**config.mk**
```make
export PLATFORM = sky130hd
export DESIGN_NAME = lru_key_value_cache_flat
export DESIGN_NICKNAME = d
export VERILOG_FILES = /design/src/hdl/lkvc_pkg.sv /design/src/hdl/lkvc_req_if.sv /design/src/hdl/lkvc_rsp_if.sv /design/src/hdl/lru_key_value_cache.sv /design/src/hdl/lkvc_ram.sv /design/src/flat_wrapper.sv
export SDC_FILE = /design/constraint.sdc
export NUM_CORES = 2
export LEC_CHECK = 0
export BUFFER_PORTS_ARGS = -buffer_cell sky130_fd_sc_hd__buf_2
export CAP_MARGIN = 20
export CORE_MARGIN = 5
export CORE_UTILIZATION = 44
export CTS_CLUSTER_SIZE = 40
export DETAILED_ROUTE_END_ITERATION = 8
export SYNTH_ARGS = -nofsm -noshare
export SYNTH_HDL_FRONTEND = slang
export SYNTH_HIERARCHICAL = 1
export SYNTH_SLANG_ARGS = --single-unit
```
**constraint.sdc**
```tcl
create_clock -name clock -period 9.5 [get_ports clock]
set_clock_uncertainty 0.2 [all_clocks]
set_input_delay 0.475 -clock clock [delete_from_list [all_inputs] [get_ports clock]]
set_output_delay 0.475 -clock clock [all_outputs]
set_load 0.05 [all_outputs]
```
**src/hdl/lkvc_pkg.sv**
```systemverilog
package lkvc_pkg;

   localparam int FUNC_W       = 2;
   localparam int KEY_W        = 32;
   localparam int VALUE_W      = 32;
   localparam int CAPACITY_DEF = 16;

   typedef enum logic [FUNC_W-1:0] {
      FUNC_LOOKUP = 2'd0,
      FUNC_INSERT = 2'd1,
      FUNC_ERASE  = 2'd2
   } func_type;

endpackage

```
**src/hdl/lkvc_req_if.sv**
```systemverilog
interface lkvc_req_if;
   import lkvc_pkg::*;

   logic               valid;
   logic               ready;
   logic [FUNC_W-1:0]  func;
   logic [KEY_W-1:0]   key;
   logic [VALUE_W-1:0] price_in;

   modport source (output valid, func, key, price_in, input ready);
   modport sink   (input valid, func, key, price_in, output ready);
endinterface

```
**src/hdl/lkvc_rsp_if.sv**
```systemverilog
interface lkvc_rsp_if;
   import lkvc_pkg::*;

   logic               valid;
   logic               ready;
   logic               found;
   logic [VALUE_W-1:0] price_out;

   modport source (output valid, found, price_out, input ready);
   modport sink   (input valid, found, price_out, output ready);
endinterface

```
**src/hdl/lru_key_value_cache.sv**
```systemverilog
// Fully associative key/value cache with least-recently-used replacement.
// Each item on req_if is one operation (lookup, insert, erase) and gives
// exactly one item on rsp_if. One item is taken per clock cycle while rsp_if
// is not stalled; an accepted item is held in the input register, and its
// result is then held in the result register that drives rsp_if. The
// rate is set by the key compare against every entry at once and the
// parallel update of all age ranks. Keys, valid bits and ranks sit in
// flip-flops; values sit in a RAM read at the hit entry. Valid bits and
// ranks clear at reset, so no clearing pass is needed. Func code three does
// nothing and reports not found.
module lru_key_value_cache #(
   parameter int Capacity = lkvc_pkg::CAPACITY_DEF
) (
   input  logic       clock,
   input  logic       reset,
   lkvc_req_if.sink   req_if,
   lkvc_rsp_if.source rsp_if
);
   import lkvc_pkg::*;

   localparam int IdxW = (Capacity > 1) ? $clog2(Capacity) : 1;
   localparam logic [IdxW-1:0] MaxRank = IdxW'(Capacity - 1);

   // input register
   logic               req_valid_ff, req_valid_in;
   func_type           func_ff;
   logic [KEY_W-1:0]   key_ff;
   logic [VALUE_W-1:0] price_ff;

   // entry state
   logic [Capacity-1:0] valid_ff, valid_in;
   logic [IdxW-1:0]     rank_ff [Capacity];
   logic [IdxW-1:0]     rank_in [Capacity];
   logic [KEY_W-1:0]    entry_key_ff [Capacity];

   // result register
   logic rsp_valid_ff, rsp_valid_in;
   logic found_ff, found_in;
   logic hit_rd_ff, hit_rd_in;

   logic               advance, fire, req_take;
   logic [Capacity-1:0] match;
   logic               hit;
   logic [IdxW-1:0]    hit_idx, hit_rank;
   logic               full, have_victim, have_free;
   logic [IdxW-1:0]    victim_idx, free_idx, target;
   logic               target_ok, ins_we;
   logic [VALUE_W-1:0] ram_rd_data;

   assign advance      = !rsp_valid_ff || rsp_if.ready;
   assign req_if.ready = !req_valid_ff || advance;
   assign req_take     = req_if.valid && req_if.ready;
   assign fire         = req_valid_ff && advance;

   // parallel compare and searches
   always_comb begin
      match       = '0;
      hit_idx     = '0;
      hit_rank    = '0;
      victim_idx  = '0;
      have_victim = 1'b0;
      free_idx    = '0;
      have_free   = 1'b0;
      for (int i = 0; i < Capacity; i++) begin
         match[i] = valid_ff[i] && (entry_key_ff[i] == key_ff);
         if (match[i]) begin
            hit_idx  = IdxW'(i);
            hit_rank = rank_ff[i];
         end
         if (valid_ff[i] && (rank_ff[i] == MaxRank)) begin
            victim_idx  = IdxW'(i);
            have_victim = 1'b1;
         end
      end
      // lowest-numbered free slot wins
      for (int i = Capacity - 1; i >= 0; i--) begin
         if (!valid_ff[i]) begin
            free_idx  = IdxW'(i);
            have_free = 1'b1;
         end
      end
   end

   assign hit       = |match;
   assign full      = &valid_ff;
   assign target    = full ? victim_idx : free_idx;
   assign target_ok = full ? have_victim : have_free;
   assign ins_we    = fire && (func_ff == FUNC_INSERT) && !hit && target_ok;

   // rank and valid update
   always_comb begin
      valid_in = valid_ff;
      for (int i = 0; i < Capacity; i++) begin
         rank_in[i] = rank_ff[i];
      end
      found_in  = found_ff;
      hit_rd_in = hit_rd_ff;
      if (fire) begin
         found_in  = 1'b0;
         hit_rd_in = 1'b0;
         unique case (func_ff)
            FUNC_LOOKUP, FUNC_INSERT: begin
               if (hit) begin
                  found_in  = 1'b1;
                  hit_rd_in = (func_ff == FUNC_LOOKUP);
                  for (int i = 0; i < Capacity; i++) begin
                     if (valid_ff[i] && (rank_ff[i] < hit_rank)) begin
                        rank_in[i] = rank_ff[i] + IdxW'(1);
                     end
                  end
                  rank_in[hit_idx] = '0;
               end else if (ins_we) begin
                  // evicted entry's rank steps past MaxRank here but is overwritten below
                  for (int i = 0; i < Capacity; i++) begin
                     if (valid_ff[i]) begin
                        rank_in[i] = rank_ff[i] + IdxW'(1);
                     end
                  end
                  valid_in[target] = 1'b1;
                  rank_in[target]  = '0;
               end
            end
            FUNC_ERASE: begin
               if (hit) begin
                  found_in = 1'b1;
                  for (int i = 0; i < Capacity; i++) begin
                     if (valid_ff[i] && (rank_ff[i] > hit_rank)) begin
                        rank_in[i] = rank_ff[i] - IdxW'(1);
                     end
                  end
                  valid_in[hit_idx] = 1'b0;
                  rank_in[hit_idx]  = '0;
               end
            end
            default: begin
            end
         endcase
      end
   end

   assign req_valid_in = req_if.ready ? req_if.valid : req_valid_ff;
   assign rsp_valid_in = advance ? req_valid_ff : rsp_valid_ff;

   always_ff @(posedge clock) begin
      if (reset) begin
         req_valid_ff <= 1'b0;
         rsp_valid_ff <= 1'b0;
         valid_ff     <= '0;
         for (int i = 0; i < Capacity; i++) begin
            rank_ff[i] <= '0;
         end
      end else begin
         req_valid_ff <= req_valid_in;
         rsp_valid_ff <= rsp_valid_in;
         valid_ff     <= valid_in;
         for (int i = 0; i < Capacity; i++) begin
            rank_ff[i] <= rank_in[i];
         end
      end
   end

   always_ff @(posedge clock) begin
      if (req_take) begin
         func_ff  <= func_type'(req_if.func);
         key_ff   <= req_if.key;
         price_ff <= req_if.price_in;
      end
      if (ins_we) begin
         entry_key_ff[target] <= key_ff;
      end
      found_ff  <= found_in;
      hit_rd_ff <= hit_rd_in;
   end

   lkvc_ram #(
      .Width (VALUE_W),
      .Depth (Capacity)
   ) u_value_ram (
      .clock   (clock),
      .wr_en   (ins_we),
      .wr_addr (target),
      .wr_data (price_ff),
      .rd_en   (fire),
      .rd_addr (hit_idx),
      .rd_data (ram_rd_data)
   );

   assign rsp_if.valid     = rsp_valid_ff;
   assign rsp_if.found     = found_ff;
   assign rsp_if.price_out = hit_rd_ff ? ram_rd_data : '0;
endmodule

```
**src/hdl/lkvc_ram.sv**
```systemverilog
module lkvc_ram #(
   parameter int Width = lkvc_pkg::VALUE_W,
   parameter int Depth = lkvc_pkg::CAPACITY_DEF
) (
   input  logic                                   clock,
   input  logic                                   wr_en,
   input  logic [((Depth > 1) ? $clog2(Depth) : 1)-1:0] wr_addr,
   input  logic [Width-1:0]                       wr_data,
   input  logic                                   rd_en,
   input  logic [((Depth > 1) ? $clog2(Depth) : 1)-1:0] rd_addr,
   output logic [Width-1:0]                       rd_data
);
   logic [Width-1:0] mem_ff [Depth];
   logic [Width-1:0] rd_data_ff;

   always_ff @(posedge clock) begin
      if (wr_en) begin
         mem_ff[wr_addr] <= wr_data;
      end
      if (rd_en) begin
         rd_data_ff <= mem_ff[rd_addr];
      end
   end

   assign rd_data = rd_data_ff;
endmodule
```
**src/flat_wrapper.sv**
```systemverilog
// flat-port wrapper written by rule: the top's interface ports become plain ports
module lru_key_value_cache_flat import lkvc_pkg::*;
#(
   parameter int Capacity = lkvc_pkg::CAPACITY_DEF
)
  (clock, reset, req_if_valid, req_if_func, req_if_key, req_if_price_in, req_if_ready, rsp_if_valid, rsp_if_found, rsp_if_price_out, rsp_if_ready);
  lkvc_req_if req_if_i ();
  lkvc_rsp_if rsp_if_i ();
  input  logic clock;
  input  logic reset;
  input wire logic [$bits(req_if_i.valid)-1:0] req_if_valid;
  input wire logic [$bits(req_if_i.func)-1:0] req_if_func;
  input wire logic [$bits(req_if_i.key)-1:0] req_if_key;
  input wire logic [$bits(req_if_i.price_in)-1:0] req_if_price_in;
  output wire logic [$bits(req_if_i.ready)-1:0] req_if_ready;
  output wire logic [$bits(rsp_if_i.valid)-1:0] rsp_if_valid;
  output wire logic [$bits(rsp_if_i.found)-1:0] rsp_if_found;
  output wire logic [$bits(rsp_if_i.price_out)-1:0] rsp_if_price_out;
  input wire logic [$bits(rsp_if_i.ready)-1:0] rsp_if_ready;
  assign req_if_i.valid = req_if_valid;
  assign req_if_i.func = req_if_func;
  assign req_if_i.key = req_if_key;
  assign req_if_i.price_in = req_if_price_in;
  assign req_if_ready = req_if_i.ready;
  assign rsp_if_valid = rsp_if_i.valid;
  assign rsp_if_found = rsp_if_i.found;
  assign rsp_if_price_out = rsp_if_i.price_out;
  assign rsp_if_i.ready = rsp_if_ready;
  lru_key_value_cache #(.Capacity(Capacity)) u_core (.clock(clock), .reset(reset), .req_if(req_if_i), .rsp_if(rsp_if_i));
endmodule
```
Word-level counts from Yosys, hierarchy flattened
Memories as Yosys holds them, arrays and structs flattened. A register that Yosys moved wholly into a read port is not among the register bits.
Cells that the tools add are included.
W data, S select, Z words.
Operators by class
  $add $sub $neg: 32
  $lt $le $gt $ge: 40
  equal/unequal tests: 37
  multiplexer cells: 344
  bitwise logic cells: 26
  reduce and logical (&&, ||, !) cells: 86
Operators with widths (count)
  $mux W4: 275
  $eq A32 B32 Y1: 16
  $mux W64: 4
  $and A64 B64 Y64: 3
  $not A64 Y64: 2
  $pmux W64 S2: 1
  $logic_and A1 B1 Y1: 73
  $add A4 B1 Y4 const B: 16
  $eq A4 B4 Y1 const B: 16
  $gt A4 B4 Y1: 16
  $lt A4 B4 Y1: 16
  $sub A4 B1 Y4 const B: 16
  $mux W16: 3
  $mux W1: 43
  $demux W4 S4: 2
  $mux W32: 1
  $pmux W16 S2: 1
  $mux W3: 8
  $and A16 B16 Y16: 1
  $not A16 Y16: 1
  $or A1 B1 Y1: 16
  $or A16 B16 Y16: 1
  $reduce_and A16 Y1: 1
  $reduce_or A16 Y1: 1
  19 further kinds: 32
Storage, ports and cells
  register bits: 86
  bits in writable memories: 1088
  output and inout bits: 35
  word-level logic and storage cells: 576
  memories: 3
Memories
  u_core.entry_key_ff: words 16, bits a word 32, read ports 16, clocked after Yosys merged registers in 0, write ports 1, RTL line lru_key_value_cache.sv:34  | logic [KEY_W-1:0] entry_key_ff [Capacity];
  u_core.u_value_ram.mem_ff: words 16, bits a word 32, read ports 1, clocked after Yosys merged registers in 1, write ports 1, RTL line lkvc_ram.sv:13  | logic [Width-1:0] mem_ff [Depth];
  u_core.rank_ff: words 16, bits a word 4, read ports 16, clocked after Yosys merged registers in 0, write ports 16, RTL line lru_key_value_cache.sv:32  | logic [IdxW-1:0] rank_ff [Capacity];

Depth between registers and ports, before layout
An unclocked memory read counts as a cell.
  depth after elaboration: 31
  depth in mapped cells: 27
  depth with buffers taken out: 23

Hierarchy
Netlist, hierarchy kept.
Modules (own cells, without submodules)
  lru_key_value_cache: instances 1, cells each 3233, area an instance 35930.7 um2, sequential area each 19058.3 um2
  lkvc_ram: instances 1, cells each 838, area an instance 20155.6 um2, sequential area each 16335.7 um2

Worst setup path before layout
OpenSTA, ideal clock, no wires.
  path kind: reg-to-reg
  start point: register u_core.key_ff[28]
  end point: memory u_core/rank_ff[0][27] (netlist name)
  data arrival time: 7143 ps
  data required time: 9230 ps
  slack: 2086 ps
  stages on the path, launching flop included: 25
  path buffers: 2
  cells stage by stage: edfxtp_1 -> buf_6 -> xor2_1 -> nor4_1 -> or4b_1 -> or4_4 -> buf_6 -> o21a_1 -> nor3_1 -> a211oi_1 -> a21oi_1 -> a211oi_1 -> a2111oi_0 -> ha_1 -> nor2b_1 -> o21ai_0 -> nand2b_1 -> a21oi_1 -> nand2_1 -> or3_1 -> o31ai_1 -> nor2_1 -> a211oi_1 -> o21ai_0 -> a21oi_1
RTL lines
  start: declaration: RTL line lru_key_value_cache.sv:27  | logic [KEY_W-1:0] key_ff;
  start signal: assignment: RTL line lru_key_value_cache.sv:165  | key_ff <= req_if.key;
  end: declaration: RTL line lru_key_value_cache.sv:32

==> impl_results.md <==
- Via/cell ratio: slightly above 6
- Core Rows: between 100 and 150
- Largest net degree at the start of global routing: 68
- Nets: about 4500
- EDFF count, synth: 1124
- Dpl hpwl: about 100 mm
- Total power: between 10000 and 15000 uW
- CP required: between 9 and 10 ns
- Post-synthesis sequential area ratio: 0.631
- RePlAce Congestion: roughly 0.92
- Htree depth: 4
- Clock power share: 0.439
- CTS tree: done
- Psw: ~2500 uW
- CP bufs+invs: 1
- Syn_area_per_cell: approximately 14 sq um
- Part of the power in registers: 0.520
- Fmax: 143 MHz
- Setup TNS: 0 ns
- Total Wirelength: between 150 and 200 mm
- Kind of cell adding the most delay to the critical path: compound AO/OA/AOI/OAI gates
- End of the worst hold path: u_core/rank_ff[0][29]
- Drt pass-1 iters: 5
- DRC: 0
- CP Launch Type: flop
- Via count: approximately 37000
- Clock Path Buffers: 3
- Root Driver: clkbuf_16
- Synthesized Nets: between 4000 and 5000
- Slew @ Worst Pin: ~1.2 ns
- Yosys warns: 6
- # IOs: roughly 110
- Synth Area in Adders: 0.0214
- Most numerous cell in the Yosys netlist: edfxtp_1
- Pleak: around 0.021 uW
- Mapped Area: 56100 sq um
- Die width: ~370 um
- Synth Area in Compound Gates: 0.0700
- Sw Ratio: 0.218
- Total global-route track usage: 0.238
- Internal Pwr Total: 8870 uW
- IO Port Bufs: 104
- Comb power frac: 0.041
- Reg clk slew, reported paths: 0.06 ns
- P&R area growth vs syn: 13.9%
- Finished Core Util: 0.502
- CTS Buf Count: 130
- Mapped Cells: between 4000 and 5000
- Power Dens Cells: around 180 nW/um^2
- WHS Path Cells: 4
- Endpoint class of the critical path: flop
- Synth unique cells: 94
- Final-report max-slew violation count: 0
- Initial antenna violation count: 6
- RSZ-0062 raised after global routing: no
- Most frequent cells after synthesis: edfxtp_1 (1124), xor2_1 (392), nand2_1 (230), nor2_1 (183), nor4_1 (181)
- Vias in the first global route: approximately 36000
- RR Endpoint: u_core/rank_ff[0][27]
- Multi-input logic area: roughly 20000 sq um
- Clk Latency, worst-skew pair: about 0.77 ns
- Starting Density: 0.441
- CP Cell Sequence: xor2_1 -> nor4_1 -> nand4_1 -> or3_1 -> o21ai_0 -> a211oi_1 -> a2111oi_0 -> o21ai_0 -> a221o_1 -> a31oi_2 -> buf_4 -> ha_1 -> nor2b_1 -> o21ai_0 -> nand2b_1 -> a21oi_1 -> nand2_1 -> or3_1 -> o31ai_1 -> nor2_1 -> a211oi_1 -> o21ai_0 -> a21oi_1
- Mux contribution to synthesized area: 0.0572
- Xor-xnor portion of the synthesized cell area: 0.0848
- Synth top area share: 0.602
- Critical path's slowest cell: edfxtp_1
- Largest family of logic cells by synthesized area: simple AND/OR/NAND/NOR gates
- Non-filler cells, final: between 6000 and 7000
- Finished Cell Area: between 60000 and 70000 sq um
- Post_cts resized: 0
- Crit Reg-Reg Startpoint: u_core/key_ff[23]
- Finish-stage setup viols: 0
- Crit-path most repeated cell: o21ai_0
- Cell total after placement: approximately 5700
- IR drop worst, VDD: ~0.00016 V
- Status: completed
- Die Y: 367 um
- Worst Hold Launch: reset
- FF/Latch Area: 35400 sq um
- Share of layout cells above drive strength 1: 0.144
- GRT Residual Overflow: 0
- Top cells by area, synth: edfxtp_1 (60%), xor2_1 (6.1%), mux4_2 (5.1%)
- Post-DRT Antenna Nets: 0
- Clock sinks: 1206
- Simple-Gate Fraction of Synth Area: 0.112
- Async SR Flop Fraction: 0
- Fin crit share: 0.734
- Die area: around 130000 sq um
- Crit path kind: flop to flop
- CP max stage delay: ~0.85 ns
- Number of synthesized register bits: 1206
- Core outline area: 127000 sq um
- Final hold viol count: 0
- Critical path peak fanout: 16
- Top_reg_cell synth: edfxtp_1
- Min-delay worst type: input pin to flop
- CP arrival: between 7 and 8 ns
- DRT iter0 DRCs: a little over 4000
- Area post-placement: 59000 sq um
- Routed length per placed instance: approximately 27 um
- First-pass GRT wire length: between 200 and 250 mm
- Tmin final: roughly 7.0 ns
- FF-to-FF path depth: 23
- Slew HR: 0.181
- R2R Setup Slk: between 2 and 3 ns
- FILL cells: between 10000 and 15000
- Cell taking the most area after synthesis: edfxtp_1
- Number of max-cap violations: 0
registers in the layout (all words and copies together) (netlist names):
name and flops:
u_core/func_ff 2, u_core/valid_ff 16, u_core/rank_ff 64, u_core/hit_rd_ff 1, u_core/rsp_if.valid 1, u_core/u_value_ram/rd_data 32, u_core/entry_key_ff 512, u_core/key_ff 32
u_core/req_valid_ff 1, u_core/u_value_ram/mem_ff 512, u_core/rsp_if.found 1, u_core/price_ff 32
stage by stage:
| stage | setup slack [ns] | hold slack [ns] |
|---|---|---|
| after floorplan | 2.09 | 0.279 |
| after global placement | 2.86 | 0.279 |
| after detailed placement | 2.71 | 0.294 |
| after CTS | 2.69 | 0.134 |
| after global routing | 2.14 | 0.184 |
| final | 2.53 | 0.195 |
cells in the final DEF, fill, tap and decap left out, types with 30 or more instances in the layout:
cell type	n
xor2_1	392
edfxtp_1	1124
nand3_1	90
buf_4	125
a21oi_1	115
buf_2	105
nand2_1	229
xnor2_1	151
inv_1	77
dlygate4sd3_1	69
clkbuf_16	134
nand4_1	125
nor4_1	179
a211oi_1	39
nor2b_1	30
and2_1	43
o21ai_0	154
mux4_2	128
a22oi_1	68
nor3_1	70
nand2b_1	59
nor2_1	154
dfxtp_1	82
ha_1	96
tightest hold or removal path, delay by kind of cell:
family                 cells  cell delay (ns)
buffers and inverters      3             0.43
AO/OA/AOI/OAI              1             0.18
final cells by class:
class,count,share of cell area
diodes,2,0.0000783
clock buffers,165,0.0548
clock inverters,67,0.0103
inverters,80,0.00478
multi-input cells,2564,0.307
flip-flops and latches,1206,0.554
well taps,1662,0.0325
repair buffers,308,0.0365
what timing repair did:
action	CTS	global route
setup buffers	0	0
hold buffers	69	0
setup endpoints to repair	0	0
endpoints found under the hold margin	68	0
how the worst max path moves through the flow:
stage,cells after the start,end,start,slack (ns)
6_report,23,u_core/rank_ff[0][27],u_core/key_ff[23],2.53
5_1_grt,24,u_core/rank_ff[0][27],u_core/key_ff[21],2.14
4_1_cts,23,u_core/rank_ff[0][27],u_core/key_ff[23],2.69
3_5_place_dp,23,u_core/rank_ff[0][27],u_core/key_ff[23],2.71
3_3_place_gp,23,u_core/rank_ff[0][27],u_core/key_ff[23],2.86
2_1_floorplan,24,u_core/rank_ff[0][27],u_core/key_ff[28],2.09
layer usage:
| layer | global-route usage | vias to the layer above | wire [um] | part of all wire |
|---|---|---|---|---|
| li1 | - | 16200 | - | - |
| met1 | 0.336 | 18600 | 70300 | 0.43 |
| met2 | 0.376 | 1675 | 75200 | 0.46 |
| met3 | 0.0425 | 278 | 12900 | 0.079 |
| met4 | 0.0797 | 0 | 5310 | 0.032 |
| met5 | 0 | - | 0 | 0 |
power groups by stage:
stage	clock, uW	sequential (uW)	combinational, uW
after detailed placement	0	6010	434
after global placement	0	6010	433
after CTS	5080	5900	460
after global routing	5310	5900	492
final	4990	5900	463
after floorplan	0	5990	259
logic make-up after synthesis:
logic type,Yosys count
XOR/XNOR,543
adder cells (fa/ha/maj),96
buffers and inverters,301
AND/OR/NAND/NOR,1163
multiplexers,160
AO/OA/AOI/OAI,602
flip-flops,1206
No activity file was read; power rests on OpenSTA's default activity.
